===== config.mk =====
export PLATFORM = sky130hd
export DESIGN_NAME = kvt_ctrl
export DESIGN_NICKNAME = d
export VERILOG_FILES = /design/src/rtl/kvt_pkg.sv /design/src/rtl/kvt_ctrl.sv
export SDC_FILE = /design/constraint.sdc
export NUM_CORES = 1
export LEC_CHECK = 0
export ABC_AREA = 1
export BUFFER_PORTS_ARGS = -buffer_cell sky130_fd_sc_hd__buf_2
export CELL_PAD_IN_SITES_DETAIL_PLACEMENT = 0
export CELL_PAD_IN_SITES_GLOBAL_PLACEMENT = 1
export CORE_MARGIN = 1.5
export CORE_UTILIZATION = 37
export CTS_BUF_LIST = sky130_fd_sc_hd__clkbuf_8
export DETAILED_ROUTE_END_ITERATION = 8
export MAX_ROUTING_LAYER = met4
export PLACE_DENSITY = 0.95
export SLEW_MARGIN = 30
export SYNTH_ARGS = -nofsm -noshare
export SYNTH_HDL_FRONTEND = slang
export SYNTH_SLANG_ARGS = --single-unit

===== constraint.sdc =====
create_clock -name clk -period 2.1 [get_ports clk]
set_input_delay 0.105 -clock clk [delete_from_list [all_inputs] [get_ports clk]]
set_output_delay 0.105 -clock clk [all_outputs]
set_load 0.1 [all_outputs]

===== src/rtl/kvt_pkg.sv =====
// shared types and codes for the key/value table engine
`timescale 1ns / 1ps

package kvt_pkg;

    // request operation codes
    localparam logic [2:0] CMD_SELECT   = 3'd0;
    localparam logic [2:0] CMD_COUNT    = 3'd1;
    localparam logic [2:0] CMD_INSERT   = 3'd2;
    localparam logic [2:0] CMD_UPDATE   = 3'd3;
    localparam logic [2:0] CMD_DELETE   = 3'd4;
    localparam logic [2:0] CMD_SHUTDOWN = 3'd5;

    // result status codes
    localparam logic [2:0] ST_OK        = 3'd0;
    localparam logic [2:0] ST_NOT_FOUND = 3'd1;
    localparam logic [2:0] ST_EXISTS    = 3'd2;
    localparam logic [2:0] ST_FULL      = 3'd3;
    localparam logic [2:0] ST_UNKNOWN   = 3'd4;

    typedef enum logic [1:0] {
        PSEL_ZERO,
        PSEL_NEW,
        PSEL_RAM
    } psel_t;

    typedef enum logic [2:0] {
        S_IDLE,
        S_DISPATCH,
        S_SEARCH,
        S_PL_RD,
        S_DEL_RD,
        S_DEL_SHIFT,
        S_DONE
    } state_t;

    // controller to datapath
    typedef struct packed {
        logic       accept;
        logic       search_step;
        logic       wr_insert;
        logic       wr_update;
        logic       pl_rd;
        logic       shift_start;
        logic       shift_step;
        logic       cnt_inc;
        logic       cnt_dec;
        logic       load_out;
        logic [2:0] res_status;
        logic       res_ok;
        psel_t      res_psel;
    } ctl_cmd_t;

    // datapath to controller
    typedef struct packed {
        logic [2:0] op;
        logic       hit;
        logic       miss;
        logic       full;
        logic       shift_first;
        logic       shift_more;
        logic       out_free;
    } dp_stat_t;

endpackage


===== src/rtl/kvt_ctrl.sv =====
// request sequencer for the key/value table engine
`timescale 1ns / 1ps

module kvt_ctrl
    import kvt_pkg::*;
(
    input  logic     clk,
    input  logic     rst_n,
    input  logic     in_valid,
    output logic     in_stall,
    input  dp_stat_t stat,
    output ctl_cmd_t ctl
);

    state_t     state_reg, state_next;
    logic [2:0] res_status_reg, res_status_next;
    logic       res_ok_reg, res_ok_next;
    psel_t      res_psel_reg, res_psel_next;

    always_ff @(posedge clk or negedge rst_n)
    begin
        if (!rst_n)
        begin
            state_reg      <= S_IDLE;
            res_status_reg <= ST_OK;
            res_ok_reg     <= 1'b0;
            res_psel_reg   <= PSEL_ZERO;
        end
        else
        begin
            state_reg      <= state_next;
            res_status_reg <= res_status_next;
            res_ok_reg     <= res_ok_next;
            res_psel_reg   <= res_psel_next;
        end
    end

    always_comb
    begin
        state_next      = state_reg;
        res_status_next = res_status_reg;
        res_ok_next     = res_ok_reg;
        res_psel_next   = res_psel_reg;
        ctl             = '0;
        ctl.res_status  = res_status_reg;
        ctl.res_ok      = res_ok_reg;
        ctl.res_psel    = res_psel_reg;
        in_stall        = (state_reg != S_IDLE);

        case (state_reg)
            S_IDLE:
            begin
                if (in_valid)
                begin
                    ctl.accept = 1'b1;
                    state_next = S_DISPATCH;
                end
            end

            S_DISPATCH:
            begin
                res_status_next = ST_OK;
                res_ok_next     = 1'b1;
                res_psel_next   = PSEL_ZERO;
                case (stat.op)
                    CMD_SELECT, CMD_INSERT, CMD_UPDATE, CMD_DELETE:
                    begin
                        state_next = S_SEARCH;
                    end
                    CMD_COUNT, CMD_SHUTDOWN:
                    begin
                        state_next = S_DONE;
                    end
                    default:
                    begin
                        res_status_next = ST_UNKNOWN;
                        res_ok_next     = 1'b0;
                        state_next      = S_DONE;
                    end
                endcase
            end

            S_SEARCH:
            begin
                ctl.search_step = 1'b1;
                if (stat.hit)
                begin
                    case (stat.op)
                        CMD_SELECT:
                        begin
                            state_next = S_PL_RD;
                        end
                        CMD_INSERT:
                        begin
                            res_status_next = ST_EXISTS;
                            res_ok_next     = 1'b0;
                            state_next      = S_DONE;
                        end
                        CMD_UPDATE:
                        begin
                            ctl.wr_update = 1'b1;
                            res_psel_next = PSEL_NEW;
                            state_next    = S_DONE;
                        end
                        default:
                        begin
                            state_next = S_DEL_RD;
                        end
                    endcase
                end
                else if (stat.miss)
                begin
                    state_next = S_DONE;
                    if (stat.op != CMD_INSERT)
                    begin
                        res_status_next = ST_NOT_FOUND;
                        res_ok_next     = 1'b0;
                    end
                    else if (stat.full)
                    begin
                        res_status_next = ST_FULL;
                        res_ok_next     = 1'b0;
                    end
                    else
                    begin
                        ctl.wr_insert = 1'b1;
                        ctl.cnt_inc   = 1'b1;
                        res_psel_next = PSEL_NEW;
                    end
                end
            end

            S_PL_RD:
            begin
                ctl.pl_rd     = 1'b1;
                res_psel_next = PSEL_RAM;
                state_next    = S_DONE;
            end

            S_DEL_RD:
            begin
                if (stat.shift_first)
                begin
                    ctl.shift_start = 1'b1;
                    state_next      = S_DEL_SHIFT;
                end
                else
                begin
                    ctl.cnt_dec = 1'b1;
                    state_next  = S_DONE;
                end
            end

            S_DEL_SHIFT:
            begin
                ctl.shift_step = 1'b1;
                if (!stat.shift_more)
                begin
                    ctl.cnt_dec = 1'b1;
                    state_next  = S_DONE;
                end
            end

            S_DONE:
            begin
                if (stat.out_free)
                begin
                    ctl.load_out = 1'b1;
                    state_next   = S_IDLE;
                end
            end

            default:
            begin
                state_next = S_IDLE;
            end
        endcase
    end

endmodule


After elaboration in Yosys (flattened, before gate mapping)
Index checks and enable logic that the tools add are counted.
Operators by class
  equality and inequality tests: 21
  mux-type cells: 48
  reduce and logical (&&, ||, !) cells: 11
Operator list (number)
  2-to-1 mux 3 bit: 13
  2-to-1 mux 1 bit: 23
  one-hot mux 3 bit (7 select lines): 1
  == test 3 bit (second input constant): 5
  == test 3 x 2 -> 1 bit (second input constant): 4
  2-to-1 mux 2 bit: 6
  one-hot mux 3 bit (2 select lines): 2
  inequality test 3 x 2 -> 1 bit (second input constant): 3
  inequality test 3 bit (second input constant): 3
  AND reduction 4 bit: 2
  == test 3 x 1 -> 1 bit (second input constant): 2
  logical NOT 3 bit: 2
  inequality test 2 bit (second input constant): 3
  one-hot mux 2 bit (3 select lines): 1
  nonzero test 3 bit: 2
  OR reduction 6 bit: 1
  AND reduction 5 bit: 1
  inequality test 4 bit (second input constant): 1
  one-hot mux 1 bit (2 select lines): 2
  OR reduction 4 bit: 1
  nonzero test 2 bit: 1
  OR reduction 2 bit: 1
Storage, ports and cells
  register bits after elaboration: 9
  bits of input ports: 12
  output and inout bits: 17

Depth between registers and ports, before layout
  word-level depth: 5
  gate-level depth with buffers: 9
  depth with buffers taken out: 8

Least setup slack after synthesis
No wires, ideal clock.
  path type: reg2out
  start: register state_reg[2]
  end: output port ctl[6] (netlist name)
  arrival: 3427 ps
  data required time: 1995 ps
  path slack: -1432 ps
  cell stages (with the launch flop): 3
  buffers on the path: 0
  cells stage by stage: dfrtp_1 inv_4 nor4_1
RTL lines
  from (decl): RTL line kvt_ctrl.sv:15  | state_t state_reg, state_next;
  from (signal assigned): RTL line kvt_ctrl.sv:31  | state_reg <= state_next;
  to (decl): RTL line kvt_ctrl.sv:12  | output ctl_cmd_t ctl

==> key figures <==
Synth
  • Largest family of logic cells by synthesized area: simple AND/OR/NAND/NOR gates
  • Post-Syn Instances: 123
  • Compound-Gate Fraction of Synth Area: 0.0505
  • Post-Syn Area per Cell: 6.64 um2
  • Syn nets: 135
  • Post-synthesis mux area share: 0
  • Synth unique cells: 23
  • FF+latch count, synth: 9
  • Synth Area in Simple Gates: 0.513
  • Adder-Cell Fraction of Synth Area: 0
  • Synth area leaders: dfrtp_1 28%, nand2_1 15%, nand3_1 8.0%
  • Cell taking the most area after synthesis: dfrtp_1
  • Xor/xnor share of the synthesized area: 0
  • Yosys top cell area share: 0.276
  • Seq/Total Area, Yosys: 0.276
  • Syn. warnings: 0
  • Mapped cell area: 817 um2

Timing
  • Fmax: 568 MHz
  • Final hold viol count: 0
  • Worst-margin pin slew: 487 ps
  • Final setup violation count: 0
  • Clock skew: 4.39 ps
  • Slew margin rel.: 0.678
  • Crit path time final: 1760 ps
  • Tcrit/Tclk final: 0.838
  • Max-slew violation count: 0
  • Unrepaired setup endpoints after global routing: no
  • Final TNS setup: 0 ps
  • Final setup margin: 341 ps

Worst setup path
  • CP delay by family, top: flip-flops
  • Crit path capture type: primary output
  • CP Data Required Time: 2000 ps
  • Critical Path Start: state_reg[1]$_DFFE_PN0P_
  • Critical Path Fanout Max: 9
  • Slowest-stage cell, CP: dfrtp_1
  • Largest stage delay, worst path: 570 ps
  • Cells along the critical path: nand4_1 -> nor3_4 -> buf_2
  • CP Launch Type: flip-flop
  • Worst path bufs/invs: 1
  • Worst r2r src: state_reg[0]$_DFFE_PN0P_
  • WS Path Type: flip-flop to primary output
  • Arrival @ worst endpoint: 1650 ps

Floorplanning
  • Core ar.: 0.00202 mm2
  • Num rows: 16
  • Starting Density: 0.404
  • Die area: 0.00250 mm2
  • I/O pins: 29
  • Die W: 50.0 um
  • Height of the die: 50.0 um

Clock network
  • H-tree Lvls: 1
  • Post_cts resized: 0
  • Clock insertion delay at the later pin of the skew report: 230 ps
  • Clk root buf: clkbuf_8
  • CTS tree: yes
  • Bufs on Longest Clock Path: 2
  • Cts bufs inserted: 3
  • Setup bufs post-CTS: 0
  • Reg clk slew, reported paths: 40 ps
  • CTS sink cnt: 9

Outcome
  • Status: complete, no violations

Route
  • Detail Route Antenna Nets: 0
  • DRC violations left: 0
  • Pre-antenna DRT Iters: 4
  • Routed wire length: 1840 um
  • Wire length on met2: 912 um
  • Vias/cell: 4.80
  • Avg WL per Cell: 10.3 um
  • M1 WL: 819 um
  • 1st-iter DRT viols: 24
  • Top Layer Used: met4
  • DR WL met3: 79 um
  • Vias: 854

Finish
  • Synth-to-Final Area Change: 26.0%
  • Commonest cells after routing, fill and taps aside: 32 x nand2_1, 28 x buf_2, 18 x inv_1, 13 x nand3_1, 9 x dfrtp_1
  • Most common cell after layout, fill and taps aside: nand2_1
  • Ant. Diodes: 0
  • Nets: 164
  • Layout cells sized above 1: 0.384

Min path
  • Hold Path Class: input port to flip-flop
  • Hold path startpoint: stat[1]

Placed design
  • Detail Placement HPWL: 1530 um
  • Pre-CTS WS: 592 ps
  • I/O Buffers: 28
  • Final GP Congestion: 0.898

GRT
  • GRT Total Usage: 0.169
  • Largest net degree at the start of global routing: 10
  • Grt total ovfl: 0
  • Vias in the first global route: 765
  • First-pass GRT wire length: 3150 um
  • Initial antenna violation count: 0

Flow run
  • Max capacitance violation total: 0
tightest hold or removal path, cell delays in order:
cell     delay (ps)
buf_2           110
nand4_1         100
nand2_1          60
Yosys cell counts (all sizes together):
cell	number
clkinv	1
nand2	35
nor4	1
nand3	17
inv	21
buf	5
o22ai	1
nor3	2
a21oi	3
nand4	5
o21ai	4
nor2	19
dfrtp	9
timing repair:
item                       in CTS  in global routing
hold buffers                    1                  0
hold endpoints to repair        9                  0
setup endpoints to repair       0                  0
final cells by class:
type,count,area [um2]
fillers,221,992
multi-input cells,87,489
flip-flops and latches,9,225
repair buffers,29,150
inverters,22,86.3
clock buffers,3,41.3
well taps,27,33.8
clock inverters,1,3.75
stage by stage:
step	cell area, um2	utilization	instances	hold WS (ps)
2_1_floorplan	846	-	123	-191
3_3_place_gp	975	0.482	173	-38.4
3_5_place_dp	975	0.482	173	-36.7
4_1_cts	1030	0.509	178	186
5_1_grt	1030	0.509	178	199
6_report	1030	0.509	178	188
cells by family after synthesis:
kind of cell / Yosys count
buffers and inverters: 27
and+or+nand+nor: 79
AOI/OAI and AO/OA: 8
DFF: 9
routing by layer:
| metal | track usage | up-vias |
|---|---|---|
| met5 | - | - |
| met4 | 0.0648 | 0 |
| met3 | 0.0455 | 4 |
| met2 | 0.287 | 25 |
| met1 | 0.187 | 381 |
| li1 | - | 444 |
worst paths after layout:
| path | to | slack (ps) | cells after the start |
|---|---|---|---|
| max in group asynchronous | res_status_reg[0]$_DFFE_PN0P_ | 1660 | 2 |
| min reg2reg | res_psel_reg[1]$_DFFE_PN0P_ | 460 | 2 |
| min in group asynchronous | state_reg[1]$_DFFE_PN0P_ | 260 | 2 |
| min | state_reg[0]$_DFFE_PN0P_ | 190 | 3 |
| max | ctl[13] | 340 | 3 |
| max reg2reg | state_reg[0]$_DFFE_PN0P_ | 690 | 7 |
Power is left out: the tool's default activity adds up to more than one toggle a clock period on the data nets, which glitch-free logic cannot reach.
